==> config.mk <==
export PLATFORM = sky130hd
export DESIGN_NAME = calendar_date_arithmetic_unit
export DESIGN_NICKNAME = d
export VERILOG_FILES = /design/src/design/cda_pkg.sv /design/src/design/calendar_date_arithmetic_unit.sv /design/src/design/cda_year_unit.sv
export SDC_FILE = /design/constraint.sdc
export NUM_CORES = 1
export LEC_CHECK = 0
export BUFFER_PORTS_ARGS = -buffer_cell sky130_fd_sc_hd__buf_2
export CAP_MARGIN = 20
export CORE_UTILIZATION = 55
export CTS_CLUSTER_SIZE = 12
export DETAILED_ROUTE_END_ITERATION = 8
export PLACE_DENSITY = 0.69
export SKIP_LAST_GASP = 1
export SYNTH_ARGS = -nofsm -noshare
export SYNTH_HDL_FRONTEND = slang
export SYNTH_SLANG_ARGS = --single-unit
export TNS_END_PERCENT = 50
==> constraint.sdc <==
create_clock -name clk_i -period 8.1 [get_ports clk_i]
set_input_delay 0 -clock clk_i [delete_from_list [all_inputs] [get_ports clk_i]]
set_output_delay 0 -clock clk_i [all_outputs]
set_load 0.02 [all_outputs]
==> src/design/cda_pkg.sv <==
// ----------------------------------------------------------------------------
// cda_pkg
// Shared types and constants for the calendar date arithmetic unit.
// ----------------------------------------------------------------------------
package cda_pkg;

  // day numbers count from 0000-01-01; 26 bits cover every year up to 2^17-1
  localparam int DN_W   = 26;
  localparam int YFLD_W = 14;
  localparam int CNT_W  = 22;

  typedef enum logic [1:0] {
    OP_ADD  = 2'd0,
    OP_SUB  = 2'd1,
    OP_DIFF = 2'd2,
    OP_CMP  = 2'd3
  } cda_op_e;

  typedef struct packed {
    logic [1:0]        operation;
    logic [YFLD_W-1:0] a_year;
    logic [3:0]        a_month;
    logic [4:0]        a_day;
    logic [YFLD_W-1:0] b_year;
    logic [3:0]        b_month;
    logic [4:0]        b_day;
    logic [CNT_W-1:0]  day_offset;
  } cda_req_t;

  typedef struct packed {
    logic [YFLD_W-1:0] res_year;
    logic [3:0]        res_month;
    logic [4:0]        res_day;
    logic [CNT_W-1:0]  day_count;
    logic              a_greater;
    logic              dates_equal;
    logic              a_less;
    logic              out_of_range;
  } cda_rsp_t;

  // year unit result: days before the year and its leap flag
  typedef struct packed {
    logic [DN_W-1:0] dby;
    logic            leap;
  } cda_yinfo_t;

endpackage

==> src/design/calendar_date_arithmetic_unit.sv <==
// ----------------------------------------------------------------------------
// calendar_date_arithmetic_unit
// Gregorian date add, subtract, day difference and compare on day numbers.
// ----------------------------------------------------------------------------
// usage
//   request channel: req_valid_i / req_ready_o / req_i carry two dates, an
//   operation and a day offset; a request is taken when valid and ready meet
//   response channel: rsp_valid_o / rsp_ready_i / rsp_o carry one result
//   per request, held in an output register until the receiver takes it
//   both dates are clamped (year to MAX_YEAR, month to 1..12, day to the
//   month length) and turned into day numbers from 0000-01-01
//   one shared year unit (a reciprocal multiply for /100 plus adders) is
//   reused by a small sequencer: it evaluates each date in turn, then, for
//   add and subtract, runs a bitwise year search that presents and checks
//   one candidate per year bit and walks the months; difference and
//   compare skip the search and the walk; one request is worked at a time;
//   req_ready_o is high only when idle, but a finished result waiting on a
//   stalled receiver does not block the next request: the sequencer only
//   waits when it must load a new result
//   reset clears the sequencer and drops rsp_valid_o; no memory to clear
// ----------------------------------------------------------------------------
module calendar_date_arithmetic_unit
  import cda_pkg::*;
#(
  parameter int MAX_YEAR    = 9999,
  parameter int OFFSET_BITS = 22
) (
  input  logic     clk_i,
  input  logic     rst_ni,
  input  logic     req_valid_i,
  output logic     req_ready_o,
  input  cda_req_t req_i,
  output logic     rsp_valid_o,
  input  logic     rsp_ready_i,
  output cda_rsp_t rsp_o
);

  // year width covers MAX_YEAR + 1, the bound used by the year search
  localparam int YW     = $clog2(MAX_YEAR + 2);
  localparam int BW     = (YW > 1) ? $clog2(YW) : 1;
  localparam int Y1     = MAX_YEAR + 1;
  localparam int NMAX_I = 365 * Y1 + (Y1 + 3) / 4 - (Y1 + 99) / 100 + (Y1 + 399) / 400 - 1;
  localparam logic [DN_W-1:0]  NMAX     = DN_W'(NMAX_I);
  localparam logic [CNT_W-1:0] OFF_MASK = (OFFSET_BITS >= CNT_W) ? {CNT_W{1'b1}} :
                                          CNT_W'((64'd1 << OFFSET_BITS) - 64'd1);

  typedef enum logic [3:0] {
    S_IDLE, S_A, S_B, S_NA, S_NB, S_OP, S_SAT, S_CNT,
    S_YI, S_YC, S_YL, S_M0, S_MS, S_DONE
  } state_e;

  // month length in days
  function automatic logic [4:0] month_len(input logic [3:0] m, input logic leap);
    logic [4:0] len;
    case (m)
      4'd4, 4'd6, 4'd9, 4'd11: len = 5'd30;
      4'd2:                    len = leap ? 5'd29 : 5'd28;
      default:                 len = 5'd31;
    endcase
    return len;
  endfunction

  // days in the months before m, non-leap year
  function automatic logic [8:0] cum_days(input logic [3:0] m);
    logic [8:0] c;
    case (m)
      4'd2:    c = 9'd31;
      4'd3:    c = 9'd59;
      4'd4:    c = 9'd90;
      4'd5:    c = 9'd120;
      4'd6:    c = 9'd151;
      4'd7:    c = 9'd181;
      4'd8:    c = 9'd212;
      4'd9:    c = 9'd243;
      4'd10:   c = 9'd273;
      4'd11:   c = 9'd304;
      4'd12:   c = 9'd334;
      default: c = 9'd0;
    endcase
    return c;
  endfunction

  // zero-based day of year, day clamped to 1..month length
  function automatic logic [8:0] day_of_year(input logic [3:0] m, input logic [4:0] d,
                                             input logic leap);
    logic [4:0] len;
    logic [4:0] dc;
    len = month_len(m, leap);
    dc  = (d == 5'd0) ? 5'd1 : ((d > len) ? len : d);
    return cum_days(m) + 9'((m > 4'd2) && leap) + 9'(dc) - 9'd1;
  endfunction

  function automatic logic [3:0] clamp_month(input logic [3:0] m);
    return (m == 4'd0) ? 4'd1 : ((m > 4'd12) ? 4'd12 : m);
  endfunction

  function automatic logic [YW-1:0] clamp_year(input logic [YFLD_W-1:0] y);
    return (32'(y) > 32'(MAX_YEAR)) ? YW'(MAX_YEAR) : YW'(y);
  endfunction

  state_e             state_q;
  logic [1:0]         op_q;
  logic [YW-1:0]      ay_q, by_q;
  logic [3:0]         am_q, bm_q;
  logic [4:0]         ad_q, bd_q;
  logic [CNT_W-1:0]   off_q;
  logic [DN_W-1:0]    dbya_q, dbyb_q;
  logic [8:0]         doya_q, doyb_q;
  logic [DN_W-1:0]    na_q, nb_q;
  logic [DN_W:0]      sum_q;
  logic [DN_W-1:0]    n_q;
  logic [YW-1:0]      yy_q;
  logic [BW-1:0]      bit_q;
  logic [DN_W-1:0]    dsel_q;
  logic               leap_q;
  logic [8:0]         doy_q;
  logic [3:0]         mm_q;
  cda_rsp_t           res_q;
  cda_rsp_t           rsp_q;
  logic               rsp_valid_q;

  logic [YW-1:0]      cand;
  logic [YW-1:0]      yr_in;
  cda_yinfo_t         yinfo;
  logic [4:0]         mlen;
  logic               rsp_load;

  // shared year evaluator, result valid in the cycle after the year is presented
  cda_year_unit #(
    .YEAR_W (YW)
  ) u_year (
    .clk_i  (clk_i),
    .year_i (yr_in),
    .info_o (yinfo)
  );

  assign cand = yy_q | (YW'(1) << bit_q);
  assign mlen = month_len(mm_q, leap_q);

  // output register is free or being emptied this cycle
  assign rsp_load = (state_q == S_DONE) && (!rsp_valid_q || rsp_ready_i);

  always_comb begin
    case (state_q)
      S_A:     yr_in = ay_q;
      S_B:     yr_in = by_q;
      S_YI:    yr_in = cand;
      default: yr_in = yy_q;
    endcase
  end

  always_ff @(posedge clk_i or negedge rst_ni) begin
    if (!rst_ni) begin
      state_q     <= S_IDLE;
      rsp_valid_q <= 1'b0;
    end else begin
      if (rsp_load) begin
        rsp_valid_q <= 1'b1;
      end else if (rsp_valid_q && rsp_ready_i) begin
        rsp_valid_q <= 1'b0;
      end
      case (state_q)
        S_IDLE: begin
          if (req_valid_i) begin
            op_q  <= req_i.operation;
            ay_q  <= clamp_year(req_i.a_year);
            by_q  <= clamp_year(req_i.b_year);
            am_q  <= clamp_month(req_i.a_month);
            bm_q  <= clamp_month(req_i.b_month);
            ad_q  <= req_i.a_day;
            bd_q  <= req_i.b_day;
            off_q <= req_i.day_offset & OFF_MASK;
            res_q <= '0;
            state_q <= S_A;
          end
        end
        S_A: begin
          state_q <= S_B;
        end
        // year unit now holds date a
        S_B: begin
          dbya_q  <= yinfo.dby;
          doya_q  <= day_of_year(am_q, ad_q, yinfo.leap);
          state_q <= S_NA;
        end
        // year unit now holds date b
        S_NA: begin
          dbyb_q  <= yinfo.dby;
          doyb_q  <= day_of_year(bm_q, bd_q, yinfo.leap);
          na_q    <= dbya_q + DN_W'(doya_q);
          state_q <= S_NB;
        end
        S_NB: begin
          nb_q    <= dbyb_q + DN_W'(doyb_q);
          state_q <= S_OP;
        end
        S_OP: begin
          res_q.a_greater   <= na_q > nb_q;
          res_q.dates_equal <= na_q == nb_q;
          res_q.a_less      <= na_q < nb_q;
          case (op_q)
            OP_ADD:  sum_q <= {1'b0, na_q} + (DN_W+1)'(off_q);
            OP_SUB:  sum_q <= {1'b0, na_q} - (DN_W+1)'(off_q);
            default: sum_q <= {1'b0, na_q} - {1'b0, nb_q};
          endcase
          state_q <= S_SAT;
        end
        S_SAT: begin
          yy_q   <= '0;
          bit_q  <= BW'(YW - 1);
          dsel_q <= '0;
          case (op_q)
            OP_ADD: begin
              if (sum_q[DN_W-1:0] > NMAX) begin
                n_q <= NMAX;
                res_q.out_of_range <= 1'b1;
              end else begin
                n_q <= sum_q[DN_W-1:0];
              end
              state_q <= S_YI;
            end
            OP_SUB: begin
              if (sum_q[DN_W]) begin
                n_q <= '0;
                res_q.out_of_range <= 1'b1;
              end else begin
                n_q <= sum_q[DN_W-1:0];
              end
              state_q <= S_YI;
            end
            OP_DIFF: begin
              n_q     <= sum_q[DN_W] ? (~sum_q[DN_W-1:0] + DN_W'(1)) : sum_q[DN_W-1:0];
              state_q <= S_CNT;
            end
            default: begin
              state_q <= S_DONE;
            end
          endcase
        end
        S_CNT: begin
          if (n_q > DN_W'(OFF_MASK)) begin
            res_q.day_count    <= OFF_MASK;
            res_q.out_of_range <= 1'b1;
          end else begin
            res_q.day_count <= CNT_W'(n_q);
          end
          state_q <= S_DONE;
        end
        // bitwise search for the largest year starting on or before n
        S_YI: begin
          state_q <= S_YC;
        end
        S_YC: begin
          if (yinfo.dby <= n_q) begin
            yy_q   <= cand;
            dsel_q <= yinfo.dby;
          end
          if (bit_q == '0) begin
            state_q <= S_YL;
          end else begin
            bit_q   <= bit_q - BW'(1);
            state_q <= S_YI;
          end
        end
        S_YL: begin
          state_q <= S_M0;
        end
        S_M0: begin
          leap_q  <= yinfo.leap;
          doy_q   <= 9'(n_q - dsel_q);
          mm_q    <= 4'd1;
          state_q <= S_MS;
        end
        // one month per cycle
        S_MS: begin
          if ((doy_q < 9'(mlen)) || (mm_q == 4'd12)) begin
            res_q.res_year  <= YFLD_W'(yy_q);
            res_q.res_month <= mm_q;
            res_q.res_day   <= 5'(doy_q + 9'd1);
            state_q         <= S_DONE;
          end else begin
            doy_q <= doy_q - 9'(mlen);
            mm_q  <= mm_q + 4'd1;
          end
        end
        S_DONE: begin
          if (rsp_load) begin
            rsp_q   <= res_q;
            state_q <= S_IDLE;
          end
        end
        default: begin
          state_q <= S_IDLE;
        end
      endcase
    end
  end

  assign req_ready_o = (state_q == S_IDLE);
  assign rsp_valid_o = rsp_valid_q;
  assign rsp_o       = rsp_q;

`ifndef SYNTHESIS
  // a new result only appears out of the load state
  assert property (@(posedge clk_i) disable iff (!rst_ni)
    $rose(rsp_valid_o) |-> $past(state_q == S_DONE))
    else $error("response raised outside load state");

  // exactly one ordering relation holds between the two dates
  assert property (@(posedge clk_i) disable iff (!rst_ni)
    rsp_valid_o |-> $onehot({rsp_o.a_greater, rsp_o.dates_equal, rsp_o.a_less}))
    else $error("compare flags not one-hot");

  // a date result is either absent or a real calendar date
  assert property (@(posedge clk_i) disable iff (!rst_ni)
    rsp_valid_o |-> ((rsp_o.res_month == 4'd0 && rsp_o.res_day == 5'd0) ||
                     (rsp_o.res_month != 4'd0 && rsp_o.res_month <= 4'd12 &&
                      rsp_o.res_day != 5'd0)))
    else $error("malformed result date");

  // month walk never leaves the year
  assert property (@(posedge clk_i) disable iff (!rst_ni)
    (state_q == S_MS) |-> (mm_q != 4'd0 && mm_q <= 4'd12 && doy_q < 9'd366))
    else $error("month walk out of range");
`endif

endmodule

==> src/design/cda_year_unit.sv <==
// ----------------------------------------------------------------------------
// cda_year_unit
// Shared year evaluator: days in all years before a given year, and leap flag.
// ----------------------------------------------------------------------------
module cda_year_unit
  import cda_pkg::*;
#(
  parameter int YEAR_W = 14
) (
  input  logic              clk_i,
  input  logic [YEAR_W-1:0] year_i,
  output cda_yinfo_t        info_o
);

  // floor(y / 100) as (y * RECIP) >> 24, exact for y below 199728
  localparam int RECIP_100 = 167773;
  localparam int RECIP_SH  = 24;
  localparam int PW        = YEAR_W + 20;
  localparam int QW        = YEAR_W - 4;

  logic [PW-1:0]       prod;
  logic [YEAR_W:0]     yp3;
  logic [DN_W-1:0]     base_d;
  logic [YEAR_W-1:0]   y_q;
  logic [QW-1:0]       q_q;
  logic [DN_W-1:0]     base_q;
  logic [YEAR_W-1:0]   hund;
  logic [6:0]          rem;
  logic [QW:0]         c100;
  logic [QW+1:0]       c400;

  assign prod   = PW'(year_i) * PW'(RECIP_100);
  assign yp3    = {1'b0, year_i} + (YEAR_W+1)'(3);
  assign base_d = DN_W'(year_i) * DN_W'(365) + DN_W'(yp3 >> 2);

  always_ff @(posedge clk_i) begin
    y_q    <= year_i;
    q_q    <= prod[RECIP_SH +: QW];
    base_q <= base_d;
  end

  // remainder mod 100 gives ceil(y/100); ceil(y/400) = ceil(ceil(y/100)/4)
  assign hund = YEAR_W'(q_q) * YEAR_W'(100);
  assign rem  = 7'(y_q - hund);
  assign c100 = (QW+1)'(q_q) + (QW+1)'(rem != 7'd0);
  assign c400 = ({1'b0, c100} + (QW+2)'(3)) >> 2;

  assign info_o.dby  = base_q - DN_W'(c100) + DN_W'(c400);
  assign info_o.leap = (y_q[1:0] == 2'b00) && ((rem != 7'd0) || (q_q[1:0] == 2'b00));

endmodule

# [Yosys cells after proc, flatten, opt, wreduce, memory -nomap -nowiden]
# Memory sizes are Yosys's and may differ from the RTL's.
# Index checks and enable logic that the tools add are counted.
[totals] register_bits=430 latchBits=0 mem_bits_rw=0 mem_bits_ro=288 out_inout_bits=51 memories=2
[classes] add_sub_neg=24 multipliers=3 div=0 n_lt_le_gt_ge=14 eq_ne=42 shifts=1 mux=50 n_bitwise=2 reduce_logical=49
[mem_list] memory="(no name shown)" depth=16 width=9 read_ports=1 rd_ports_with_merged_regs=0 wr=0 line="calendar_date_arithmetic_unit.sv:66" source="case (m)"
[mem_list] memory="(no name shown)" depth=16 width=9 read_ports=1 rd_ports_with_merged_regs=0 wr=0 line="calendar_date_arithmetic_unit.sv:66"
[op_table] cell="$mux 26" count=3
[op_table] cell="$pmux 26 s3" count=1
[op_table] cell="$pmux 4 s14" count=1
[op_table] cell="$pmux 27 s2" count=1
[op_table] cell="$add 26x9->26" count=2
[op_table] cell="$eq 4x4->1 const B" count=13
[op_table] cell="$gt 26x22->1 const B" count=2
[op_table] cell="$mux 49" count=1
[op_table] cell="$pmux 23 s2" count=1
[op_table] cell="$pmux 22 s2" count=1
[op_table] cell="$pmux 14 s3" count=1
[op_table] cell="$eq 4x3->1 const B" count=10
[op_table] cell="$mux 9" count=4
[op_table] cell="$pmux 9 s2" count=2
[op_table] cell="$mul 14x18->32 const B" count=1
[op_table] cell="$mux 5" count=6
[op_table] cell="$gt 14x14->1 const B" count=2
[op_table] cell="$mux 4" count=7
[op_table] cell="$pmux 14 s2" count=1
[op_table] cell="$add 26x22->27" count=1
[op_table] cell="$reduce_and 3->1" count=9
[op_table] cell="$sub 26x22->27" count=1
[op_table] cell="$sub 26x26->27" count=1
[op_table] cell="$add 26x1->26 const B" count=1
[op_table] cell="59 further kinds" count=112

# [Depth between registers and ports, before layout]
[logic_depth] word_depth=13 ltp_mapped=35 mapped_depth_nobuf=35

# [By module]
# From an unflattened synthesis, not the netlist that was laid out.
[unflattened] hier_cells=3135 hier_area_um2=32612.5
[modules_own_cells] mod="calendar_date_arithmetic_unit" instances=1 cells_per_inst=2082 area_each_um2=22612.9 seq_area_each_um2=11656.2
[modules_own_cells] mod="cda_year_unit" instances=1 cells_per_inst=1053 area_each_um2=9999.6 seq_area_each_um2=780.7

# [Worst setup path before layout]
# OpenSTA, ideal clock, no wires.
[synth_timing] kind="register to register" startpoint="reg state_q[3]" endpoint="reg u_year.q_q[7]" setup_ps=72 arrival_ps=7404 required_time_ps=8028 setup_slack_ps=623 path_stages_with_launch=23 path_buffers=1 period_less_slack_ps=7477 path_cell_list="dfrtp_1 buf_2 nand2b_1 a311oi_2 nand2_1 o22ai_1 inv_1 fa_1 inv_1 fa_1 fa_1 fa_1 fa_1 fa_1 ha_1 a21o_1 a21o_1 a221oi_1 o221ai_1 o31a_1 a211o_1 a21oi_1 xnor2_1"
[synth_via] elab_chain_len=3 elab_cells_between_ends=5 cone_classes="1 x mul; 3 x eq/ne; 1 x mux"
[synth_rtl] element="start, declared" line="calendar_date_arithmetic_unit.sv:101" source="state_e state_q;"
[synth_rtl] element="start signal, assigned" line="calendar_date_arithmetic_unit.sv:154" source="state_q <= S_IDLE;"
[synth_rtl] element="start signal, assigned" line="calendar_date_arithmetic_unit.sv:174" source="state_q <= S_A;"
[synth_rtl] element="start signal, assigned" line="calendar_date_arithmetic_unit.sv:178" source="state_q <= S_B;"
[synth_rtl] element="$eq 4x4->1, or another cell as far along" line="calendar_date_arithmetic_unit.sv:144" source="case (state_q)"
[synth_rtl] element="$pmux 14 s3 *" line="calendar_date_arithmetic_unit.sv:144"
[synth_rtl] element="$mul 14x18->32 *" line="cda_year_unit.sv:32" source="assign prod = PW'(year_i) * PW'(RECIP_100);"
[synth_rtl] element="net u_year.prod[31]" line="cda_year_unit.sv:21" source="logic [PW-1:0] prod;"
[synth_rtl] element="end signal, assigned" line="cda_year_unit.sv:38" source="q_q <= prod[RECIP_SH +: QW];"
[synth_rtl] element="end, declared" line="cda_year_unit.sv:25" source="logic [QW-1:0] q_q;"
# Mark *: on every way through the listed nets, which the timed path passes. The rest lies on a longest branch.
# A chain may end at the register's enable or synchronous reset.

# [Worst setup path in the final report]
[layout_timing] startpoint="reg state_q[2]" endpoint="reg u_year.q_q[7]"
# Same word-level chain as after synthesis.

==> impl_metrics.env <==
export IMPL_fill_cells=4549
export IMPL_rr_startpoint="state_q[2]"
export IMPL_r2r_end="u_year.q_q[7]"
export IMPL_grt_use_total=0.2788
export IMPL_period_needed_ps=7822
export IMPL_drtIter0Drc=1253
export IMPL_holdWs_ps=140.7
export IMPL_hold_viol_final=0
export IMPL_min_delay_start="req_i[19]"
export IMPL_num_vias=23450
export IMPL_num_rows=87
export IMPL_final_nets=3942
export IMPL_post_dp_cell_area_sq_mm=0.03372
export IMPL_io_buffers=124
export IMPL_gp_congestion=0.9177
export IMPL_fin_crit_sh=0.9657
export IMPL_synth_edf_count=384
export IMPL_yosysSeqAreaShare=0.3902
export IMPL_initial_core_util=0.5610
export IMPL_drive_above_1_share=0.09310
export IMPL_yosysWarnings=0
export IMPL_rsz0062_at_grt="yes"
export IMPL_die_height_microns=242.7
export IMPL_cp_end_kind="flip-flop"
export IMPL_antenna_left=0
export IMPL_vias_per_cell=5.694
export IMPL_cts_buffers=47
export IMPL_dpl_hpwl_microns=63850
export IMPL_cts_tree="built"
export IMPL_holdPathEnd="off_q[19]"
export IMPL_cts_buffer_depth=3
export IMPL_async_reset_ff_frac=0.01168
export IMPL_fin_util=0.6367
export IMPL_grt_max_degree=62
export IMPL_num_antenna_cells=0
export IMPL_synth_seq_cells=428
export IMPL_drv_slew=0
export IMPL_ctsHtreeMaxLevel=2
export IMPL_synth_nets=3675
export IMPL_cp_max_fo=15
export IMPL_fin_setup_tns_ps=0
export IMPL_maxCapViolations=0
export IMPL_setup_viol_count_final=0
export IMPL_wl_per_cell_microns=19.81
export IMPL_clock_latency_ps=580
export IMPL_start_kind="flip-flop"
export IMPL_clock_skew_ps=26.13
export IMPL_root_buffer="clkbuf_16"
export IMPL_area_growth_synth_to_final_pct=13.50
export IMPL_tightest_slew_ps=1082
export IMPL_worstHoldPathType="in -> reg"
export IMPL_fin_area_sq_mm=0.03618
export IMPL_cts_sinks=428
export IMPL_grt_pass1_vias=24150
export IMPL_path_class="reg -> reg"
export IMPL_crit_arrival_ps=8320
export IMPL_slew_headroom=0.2789
export IMPL_ys_flop_type="edfxtp_1"
export IMPL_ff2ff_path_depth=25
export IMPL_min_path_cells=2
export IMPL_clkTransAtPathRegs_ps=60
export IMPL_fmax_ghz=0.1278
export IMPL_wl_microns=81600
export IMPL_grt_pass1_wl_microns=128800
export IMPL_antenna_found_initial=2
export IMPL_dieArea_sq_mm=0.05892
export IMPL_reg2reg_slack_ps=280
export IMPL_critPathRequiredTime_ps=8590
export IMPL_synth_cells=3067
export IMPL_grt_overflow=0
export IMPL_netlist_cell_type_count=80
export IMPL_fp_dieW_microns=242.7
export IMPL_drc=0
export IMPL_drt_pass1_iterations=5
export IMPL_io_pins=125
export IMPL_synth_avg_cell_area_sq_um=10.39
export IMPL_syn_area_sq_mm=0.03187
export IMPL_status="finished clean"
export IMPL_coreArea_sq_mm=0.05682
## cells by family after synthesis
| family | count (synthesis) | share of synthesized area |
|---|---|---|
| buffers and inverters | 468 | 0.05523 |
| muxes | 16 | 0.005142 |
| AOI/OAI and AO/OA | 652 | 0.1304 |
| other | 1 | 0.0001176 |
| adders and majority gates | 534 | 0.2461 |
| DFF | 428 | 0.3902 |
| xor gates and xnor gates | 206 | 0.05660 |
| and+or+nand+nor | 762 | 0.1162 |
## metrics by stage
stage               cells  setup slack [ps]
floorplan            3067             623.4
global placement     3947             276.6
detailed placement   3947            -112.1
CTS                  4112             43.61
global route         4118            -51.24
finish               4118             277.5
## registers in the layout (all words and copies together) (netlist names), 22 cells and up
register       count
off_q             22
nb_q              26
res_q             49
dbyb_q            26
dbya_q            26
rsp_o             49
n_q               26
sum_q             27
u_year.base_q     24
na_q              26
## routing by layer
metal | vias up | wire length (microns) | global-route usage
met2 | 547 | 42410 | 0.5132
met5 | - | 0 | 0
met3 | 134 | 2835 | 0.02355
li1 | 11280 | - | -
met1 | 11490 | 33800 | 0.3420
met4 | 0 | 2560 | 0.09323
## cell type report
class / instances / area, sq um / share of cell area
multi-input cells: 2171 / 17810 / 0.4922
flip-flops and latches: 428 / 12440 / 0.3438
repair buffers: 282 / 2042 / 0.05644
inverters: 404 / 1516 / 0.04192
clock buffers: 56 / 1250 / 0.03455
well taps: 756 / 945.9 / 0.02615
clock inverters: 21 / 178.9 / 0.004946
## cells in the mapped netlist, types with 11 or more instances
cell	count	area [sq um]
clkbuf_1	56	210.2
a21boi_0	13	97.59
dfxtp_1	39	780.8
nand3_1	57	285.3
o21a_1	30	225.2
nand2_1	166	623.1
o21ai_0	137	685.7
inv_1	402	1509
nor3_1	46	230.2
edfxtp_1	384	11530
o311ai_0	12	105.1
or3_1	12	75.07
xor2_1	64	560.5
o22ai_1	18	112.6
a31oi_1	22	137.6
nand4_1	25	156.4
fa_1	155	3103
mux2i_1	13	130.1
nor2b_1	48	300.3
a211oi_1	15	112.6
and2_1	43	269.0
a21o_1	82	615.6
o31ai_1	17	127.6
or4_1	11	82.58
nand2b_1	36	225.2
nor2_1	240	900.9
a22oi_1	11	82.58
and3_1	27	168.9
a21oi_1	196	980.9
o21bai_1	22	165.2
nor4_1	20	125.1
xnor2_1	142	1244
ha_1	379	4742
## worst max path at each step
stage	start	end	slack, ps	depth (start not counted)
final	state_q[2]	u_year.q_q[7]	280	25
after global placement	u_year.q_q[1]	yy_q[11]	280	37
after global routing	u_year.q_q[0]	yy_q[12]	-50	37
after detailed placement	u_year.q_q[0]	yy_q[3]	-110	37
after floorplan	state_q[3]	u_year.q_q[7]	620	22
after CTS	u_year.q_q[0]	yy_q[12]	40	37
## worst max-delay path, stage by stage, from the launching register on
cell and delay, ps:
dfrtp_1 650, inv_1 270, nand2_1 180, nor3_2 80
a31oi_1 270, o21ai_0 120, a21oi_1 490, inv_1 130
ha_1 330, inv_1 240, fa_1 520, fa_1 580
inv_1 60, fa_1 510, fa_1 500, ha_1 310
ha_1 310, a21o_1 160, a21o_1 180, a21o_1 170
a221oi_1 360, o221ai_1 280, o31a_1 360, a211o_1 310
a21oi_1 210, xnor2_1 140
## placed cells by master, fill, tap and decap left out, drive strengths merged, types with 25 or more instances in the layout
cell type | synthesis | layout
inv | 402 | 404
edfxtp | 384 | 384
ha | 379 | 379
nor2 | 240 | 240
a21oi | 198 | 198
buf | 8 | 194
nand2 | 167 | 167
fa | 155 | 155
xnor2 | 142 | 142
o21ai | 138 | 138
dlygate4sd3 | 0 | 88
a21o | 82 | 82
xor2 | 64 | 64
nand3 | 57 | 57
clkbuf | 56 | 56
nor2b | 48 | 48
nor3 | 48 | 48
and2 | 43 | 43
dfxtp | 39 | 39
nand2b | 36 | 36
o21a | 30 | 30
and3 | 27 | 27
nand4 | 25 | 25
## what timing repair did
item                                    4_1_cts  5_1_grt
hold endpoints to repair                     80        0
gates resized for setup                       2       20
buffers inserted                              0        3
endpoints found under the setup margin       23       28
hold buffers                                 88        0
pin swaps                                     0        5
Power is left out: the tool's default activity adds up to more than one toggle a clock period on the data nets, which glitch-free logic cannot reach.
